File: src/sv/ffea_pkg.sv
package ffea_pkg;

  localparam int MAX_EXTENTS_DEF   = 64;
  localparam int GRANULE_BYTES_DEF = 16;
  localparam int REGION_BYTES_DEF  = 1048576;
  localparam int RESET_GRANULES    = 65536;

  localparam int CFG_W    = 17;
  localparam int SIZE_W   = 21;
  localparam int OFFSET_W = 20;
  localparam int STATUS_W = 2;

  localparam logic KIND_ALLOC   = 1'b0;
  localparam logic KIND_RELEASE = 1'b1;

  typedef enum logic [STATUS_W-1:0] {
    STAT_OK    = 2'd0,
    STAT_NOFIT = 2'd1,
    STAT_FULL  = 2'd2,
    STAT_ZERO  = 2'd3
  } ffea_status_e;

  typedef enum logic [2:0] {
    CMD_NONE,
    CMD_INIT,
    CMD_ALLOC,
    CMD_PLACE,
    CMD_MERGE
  } ffea_cmd_e;

  typedef enum logic [2:0] {
    ST_IDLE,
    ST_ALLOC,
    ST_PROBE,
    ST_PLACE,
    ST_MERGE,
    ST_DONE
  } ffea_state_e;

  // flags and prefix chains handed from a cell to its right neighbor
  typedef struct packed {
    logic valid;
    logic le;
    logic pm;
    logic mark;
    logic fitpre;
    logic rm;
    logic ins;
    logic del;
    logic merge_any;
    logic absorb_any;
  } ffea_flags_t;

endpackage

File: src/sv/ffea_cell.sv
module ffea_cell
  import ffea_pkg::*;
#(
  parameter int LW       = 17,
  parameter bit IS_FIRST = 1'b0
) (
  input  logic          clk,
  input  logic          rst,
  input  ffea_cmd_e     cmd,
  input  logic [LW-1:0] init_len,
  input  logic [LW:0]   need,
  input  logic [LW-1:0] rel_s,
  input  logic [LW-1:0] rel_e,
  input  logic [LW-1:0] rel_len,
  input  ffea_flags_t   l_fl,
  input  logic [LW-1:0] l_start,
  input  logic [LW-1:0] l_len,
  input  logic          r_valid,
  input  logic [LW-1:0] r_start,
  input  logic [LW-1:0] r_len,
  input  logic [LW-1:0] sel_in,
  output ffea_flags_t   o_fl,
  output logic [LW-1:0] o_start,
  output logic [LW-1:0] o_len,
  output logic [LW-1:0] sel_out
);

  logic          v, v_next, mk, mk_next;
  logic [LW-1:0] st, st_next, ln, ln_next;
  logic [LW-1:0] en, l_end, r_end, top_e, top_r;
  logic          fit, first, exact, shl, le, r_le, pm, pos, nm, ins_here, absorb, grow;

  always_comb begin
    en     = st + ln;
    l_end  = l_start + l_len;
    r_end  = r_start + r_len;
    fit    = v && ({1'b0, ln} >= need);
    first  = fit && !l_fl.fitpre;
    exact  = ({1'b0, ln} == need);
    shl    = l_fl.rm || (first && exact);
    le     = v && (st <= rel_s);
    r_le   = r_valid && (r_start <= rel_s);
    pm     = le && !r_le && (en >= rel_s);
    pos    = !le && l_fl.le;
    nm     = pos && v && !l_fl.pm && (st <= rel_e);
    ins_here = pos && !l_fl.pm && !nm;
    absorb = l_fl.mark && v && (st <= l_end);
    grow   = mk && r_valid && (r_start <= en);
    top_e  = (en > rel_e) ? en : rel_e;
    top_r  = (r_end > en) ? r_end : en;
  end

  always_comb begin
    o_fl.valid      = v;
    o_fl.le         = le;
    o_fl.pm         = pm;
    o_fl.mark       = mk;
    o_fl.fitpre     = l_fl.fitpre || fit;
    o_fl.rm         = shl;
    o_fl.ins        = l_fl.ins || ins_here;
    o_fl.del        = l_fl.del || absorb;
    o_fl.merge_any  = l_fl.merge_any || pm || nm;
    o_fl.absorb_any = l_fl.absorb_any || absorb;
    o_start         = st;
    o_len           = ln;
    sel_out         = first ? st : sel_in;
  end

  always_comb begin
    v_next  = v;
    st_next = st;
    ln_next = ln;
    mk_next = mk;
    unique case (cmd)
      CMD_INIT: begin
        v_next  = IS_FIRST;
        st_next = '0;
        ln_next = init_len;
        mk_next = 1'b0;
      end
      CMD_ALLOC: begin
        mk_next = 1'b0;
        if (first && !exact) begin
          st_next = st + need[LW-1:0];
          ln_next = ln - need[LW-1:0];
        end else if (shl) begin
          v_next  = r_valid;
          st_next = r_start;
          ln_next = r_len;
        end
      end
      CMD_PLACE: begin
        mk_next = 1'b0;
        if (pm) begin
          ln_next = top_e - st;
          mk_next = 1'b1;
        end else if (nm) begin
          st_next = rel_s;
          ln_next = top_e - rel_s;
          mk_next = 1'b1;
        end else if (ins_here) begin
          v_next  = 1'b1;
          st_next = rel_s;
          ln_next = rel_len;
          mk_next = 1'b1;
        end else if (l_fl.ins) begin
          v_next  = l_fl.valid;
          st_next = l_start;
          ln_next = l_len;
        end
      end
      CMD_MERGE: begin
        if (grow) begin
          ln_next = top_r - st;
        end else if (l_fl.del || absorb) begin
          v_next  = r_valid;
          st_next = r_start;
          ln_next = r_len;
          mk_next = 1'b0;
        end
      end
      default: begin
      end
    endcase
  end

  always_ff @(posedge clk) begin
    if (rst) begin
      v  <= IS_FIRST;
      mk <= 1'b0;
      st <= '0;
      ln <= init_len;
    end else begin
      v  <= v_next;
      mk <= mk_next;
      st <= st_next;
      ln <= ln_next;
    end
  end

endmodule

File: config.mk
export PLATFORM = sky130hd
export DESIGN_NAME = ffea_cell
export DESIGN_NICKNAME = d
export VERILOG_FILES = /design/src/sv/ffea_pkg.sv /design/src/sv/ffea_cell.sv
export SDC_FILE = /design/constraint.sdc
export NUM_CORES = 1
export LEC_CHECK = 0
export BUFFER_PORTS_ARGS = -buffer_cell sky130_fd_sc_hd__buf_2
export CORE_MARGIN = 1.5
export CORE_UTILIZATION = 33
export CTS_CLUSTER_SIZE = 30
export DETAILED_ROUTE_END_ITERATION = 10
export SETUP_SLACK_MARGIN = 0.15
export SLEW_MARGIN = 20
export SYNTH_ARGS = -nofsm -noshare
export SYNTH_HDL_FRONTEND = slang
export SYNTH_SLANG_ARGS = --single-unit
File: constraint.sdc
create_clock -name clk -period 9 [get_ports clk]
set_clock_uncertainty 0.2 [all_clocks]
set_input_delay 0.9 -clock clk [delete_from_list [all_inputs] [get_ports clk]]
set_output_delay 0.9 -clock clk [all_outputs]
set_load 0.01 [all_outputs]
After elaboration in Yosys (flattened, before gate mapping) --
Index checks and enable logic that the tools add are counted. Widths: inputs -> output; s select.
Storage, ports and cells: logic and storage cells 114, output and inout port bits 61, register bits 36, input port bits 187
Operators by class: reductions and logical operators 39, magnitude comparators 9, muxes and demuxes 37, $add $sub $neg 8, eq/ne operators 17
Operators by type and width (count):
- $mux 17 | 20
- $pmux 17 s4 | 2
- $le 17x17->1 | 5
- $add 17x17->17 | 4
- $sub 17x17->17 | 4
- $gt 17x17->1 | 2
- $eq 17x18->1 | 1
- $ge 17x18->1 | 1
- $logic_and 1x1->1 | 18
- $ge 17x17->1 | 1
- $mux 1 | 13
- $ne 2x2->1 const B | 6
- $ne 4x4->1 const B | 3
- $reduce_and 8->1 | 1
- $logic_or 1x1->1 | 7
- $eq 3x2->1 const B | 2
- $logic_not 1->1 | 6
- $ne 3x3->1 const B | 2
- $ne 6x6->1 const B | 1
- $reduce_and 6->1 | 1
- $reduce_bool 5->1 | 1
- $pmux 1 s4 | 1
- $reduce_and 4->1 | 1
- $reduce_bool 4->1 | 1
- other kinds (6) | 6

Logic depth before layout (Yosys ltp) --
word-level depth 14, gate-level depth with buffers 33

Worst setup path before layout --
No wires, ideal clock.
path kind input port to flip-flop, start point input r_start[1], end point register ln[16] (netlist: o_len[16]) (data pin), arrival time 6.839 ns, setup time 0.160 ns, cell stages on the path 30, path slack 1.801 ns, buffers on the path 1, data required time 8.640 ns, path through ha_1 a21o_1 a21oi_2 o21bai_1 a31o_1 a2111oi_2 nor3_1 a41o_1 or4_1 a31oi_2 xnor2_1 ha_1 and4_1 a221oi_1 a31oi_1 clkbuf_1 mux2i_1 ha_1 fa_1 nor2b_1 o31a_1 o41ai_1 o31ai_1 nand4_1 nand4b_1 a21oi_1 xnor2_1 xnor2_1 or3_1 a41oi_1
On the way: cells in the longest elaborated chain, start to end 8
RTL lines:
- from (decl) | line ffea_cell.sv:19 | input logic [LW-1:0] r_start,
- parallel branches: the longest is 6 deep, another holds $add 17x17->17
- $pmux 17 s4 * | line ffea_cell.sv:74 | unique case (cmd)
- $mux 17 * | line ffea_cell.sv:128 | if (rst) begin
- to (signal assigned) | line ffea_cell.sv:132 | ln <= init_len;
- to (signal assigned) | line ffea_cell.sv:137 | ln <= ln_next;
- to (decl) | line ffea_cell.sv:29 | logic [LW-1:0] st, st_next, ln, ln_next;
Mark *: on every way between the ends. A chain may end at the register's enable or synchronous reset.

Final worst setup path --
start point register ln[1] (netlist: o_len[1]), end point register ln[16] (netlist: o_len[16]) (data pin)
On the way: cells in the longest elaborated chain, start to end 8
RTL lines:
- $add 17x17->17 | line ffea_cell.sv:34 | en = st + ln;
- $gt 17x17->1 | line ffea_cell.sv:49 | top_e = (en > rel_e) ? en : rel_e;
- $mux 17 | line ffea_cell.sv:49
- $sub 17x17->17 | line ffea_cell.sv:99 | ln_next = top_e - rel_s;
- $mux 17 | line ffea_cell.sv:97 | end else if (nm) begin
- $mux 17 | line ffea_cell.sv:94 | if (pm) begin
- $pmux 17 s4 * | line ffea_cell.sv:74
- $mux 17 * | line ffea_cell.sv:128
Every way passes the cells marked *; elsewhere a longest branch is shown, timed or not.

==> summary.txt <==
Cells and area
  – Layout cells sized above 1: 18.6%
  – Area grow syn2layout: 17.2%
  – Finished Core Util: about two fifths
  – Final nets: 2235

Route
  – Via count: 13202
  – Routed wire length: ~50 mm
  – DRT Pass-1 Iters: 5
  – Avg WL per Cell: ~23 um
  – Drt first-iter violations: 1103
  – Via/cell ratio: 5.90
  – DRT antenna net count: 0
  – DR DRC count: 0

Timing
  – Max-slew violation count: 0
  – RSZ-0062 raised after global routing: no
  – Fin crit period: 8.43 ns
  – Slew @ Worst Pin: 0.995 ns
  – Final setup vio count: 0
  – Slew HR: 33.7%
  – Final worst path period share: 93.7%
  – Hold violation count in the final report: 0
  – Highest Clock Rate: between 100 and 150 MHz
  – Final setup TNS: 0 ns

Clock network
  – Post-CTS Resized: 0
  – Clk sink count: 36
  – Hold buffer count at CTS: 0
  – Clk Tree Root Cell: clkbuf_16
  – CTS clk-pin slew, worst paths: 0.07 ns
  – CTS H-tree lvls: 2
  – CTS tree: built
  – Skew-Pair Late Insertion Delay: 0.31 ns
  – Clk buf depth: 2
  – TritonCTS Buffers: 5
  – Post-CTS Setup Repair Bufs: 0

Synth
  – Most common cell in the synthesized netlist: ha_1
  – Mapped Cells: approximately 1500
  – Primary flip-flop cell chosen by synthesis mapping: dfxtp_1
  – Flops & latches, synth: 36
  – Mapped Area: 11800 sq um
  – Syn_nets: 1992
  – Synth area leader: ha_1
  – Async set or reset register ratio after synthesis: 0%
  – Avg Inst Size Synth: 7.69 sq um
  – Number of flops mapped to enable cells by yosys: 17
  – Netlist cell types: 74
  – Commonest cells post-synth: ha_1 (265), a21oi_1 (134), inv_1 (125)
  – Top cell type's share of synthesized area: 28.1%
  – Sequential area share after synthesis: 7.56%
  – Area contributors post-synth: ha_1 (28%), a21oi_1 (5.7%), xnor2_1 (5.3%)
  – YS warnings: 0

Run status
  – Run status: finished clean

Placement
  – Final RePlAce weighted congestion: 0.961
  – Detailed placer's ending HPWL: between 40 and 50 mm
  – I/O Buffers: around 250

Floorplanning
  – Row cnt: ~70
  – Die span in y: 192 um
  – Core area: ~35000 sq um
  – Width of the die: 192 um
  – Initial Utilization: 33.3%
  – # IOs: 248
  – Die area: 36900 sq um

Worst setup path
  – Reg2reg start: o_len[1]
  – Worst R2R Path Depth: 31
  – Worst path required time: ~8.8 ns
  – Endpoint type of the worst setup path: flip-flop
  – Crit path max-delay cell type: a2111oi_1
  – FF-to-FF setup slack: 0.57 ns
  – Arrival @ worst endpoint: 8.26 ns
  – Critical Setup Path Class: reg2reg
  – Crit Path Max Fanout: 14
  – Buf+Inv Stages, Crit Path: 0
  – CP Launch Point: o_len[1]
  – Reg2reg end: o_len[16]
  – CP delay by family, top: compound AO/OA/AOI/OAI gates
  – Worst setup SP type: flip-flop
  – CP max stage delay: approximately 0.6 ns

Global route
  – Largest net degree at the start of global routing: 41
  – Grt ovf: 0
  – First-pass GRT wire length: 74.3 mm
  – Vias in the first global route: 12932
  – All-Layer GR Usage: 27.3%
  – Antenna violations before repair: 2

Power and ir drop
  – Clock power share: 11.6%
  – Internal: 846 uW
  – Pleak: between 6 and 7 nW
  – Switch Pwr: 863 uW
  – Logic pwr share: ~77%
  – Sw Share: 50.5%
  – Power Density: 124 nW/um^2
  – Part of the power in registers: a little under an eighth
  – Worst IR Drop VDD: 77.3 uV

Hold path
  – Hold path endpoint: o_start[8]
  – Min-Delay Path Class: reg2reg
  – Hold Path Origin: o_start[8]
  – Hold path cells: 2

Job
  – Max-Cap Viols: 0
==> layer usage <==
layer	track usage, %	vias up	part of all wire, %
met3	2.50	105	7.4
met4	13.2	0	4.9
met1	35.6	6266	43
li1	-	6233	-
met2	44.9	598	45
met5	0	-	0
==> worst register-to-register path: cells and delay by family (launching register included) <==
| family | cells | cell delay [ns] |
|---|---|---|
| DFF | 1 | 0.49 |
| adders and majority gates | 4 | 1.13 |
| and+or+nand+nor | 8 | 1.41 |
| AOI/OAI and AO/OA | 17 | 4.39 |
| xor gates and xnor gates | 2 | 0.55 |
==> layout by cell type, fill, tap and decap left out, drive strengths merged, types with 21 or more instances in the layout <==
master	count
a21o	72
a21oi	135
buf	274
ha	265
inv	125
mux2	27
nand2	84
nand2b	21
nand3	21
nand4	33
nor2	117
nor2b	23
nor3	34
o21a	24
o21ai	99
o21bai	22
xnor2	71
xor2	38
==> stage by stage <==
step           cell area, sq um  power [mW]  instances  hold WS, ns  setup slack (ns)
2_1_floorplan             11800        1.13       1532        0.253              1.80
3_3_place_gp              13700        1.46       2229        0.406             0.796
3_5_place_dp              13700        1.48       2229        0.413             0.725
4_1_cts                   13800        1.69       2237        0.430             0.738
5_1_grt                   13800        1.85       2238        0.457             0.189
6_report                  13800        1.71       2238        0.438             0.567
==> cell type report <==
| type | count | area (sq um) |
|---|---|---|
| fill | 3728 | 21600 |
| multi-input combinational | 1333 | 10300 |
| timing repair buffer | 274 | 1440 |
| sequential | 36 | 891 |
| tap | 461 | 577 |
| inverter | 125 | 469 |
| clock buffer | 8 | 146 |
| antenna | 1 | 2.50 |
==> state kept, by name, summed over array words and instances (netlist names) <==
signal   count
mk           1
o_start     17
o_len       17
v            1
==> kinds of logic (layout without fill, tap and decap cells) <==
logic type | count (synthesis) | after routing | share of synthesized area, %
other | 0 | 1 | 0
AND/OR/NAND/NOR | 384 | 384 | 15.8
flip-flops | 36 | 36 | 7.56
buffers and inverters | 163 | 407 | 5.36
multiplexers | 45 | 45 | 4.14
adder cells (fa/ha/maj) | 273 | 273 | 29.5
AO/OA/AOI/OAI | 521 | 521 | 29.3
XOR/XNOR | 110 | 110 | 8.29
==> worst max-delay path by stage <==
stage | end | depth (start not counted)
CTS | o_len[16] | 31
finish | o_len[16] | 31
global placement | o_len[16] | 30
global route | o_len[16] | 31
floorplan | o_len[16] | 30
detailed placement | o_len[15] | 29
==> power groups by stage <==
stage          registers [mW]  clock network, mW  logic [mW]
2_1_floorplan           0.201                  0       0.930
3_3_place_gp            0.203                  0        1.26
3_5_place_dp            0.203                  0        1.28
4_1_cts                 0.199              0.200        1.29
5_1_grt                 0.200              0.202        1.45
6_report                0.200              0.199        1.31
Power figures use the tool's default switching activity.
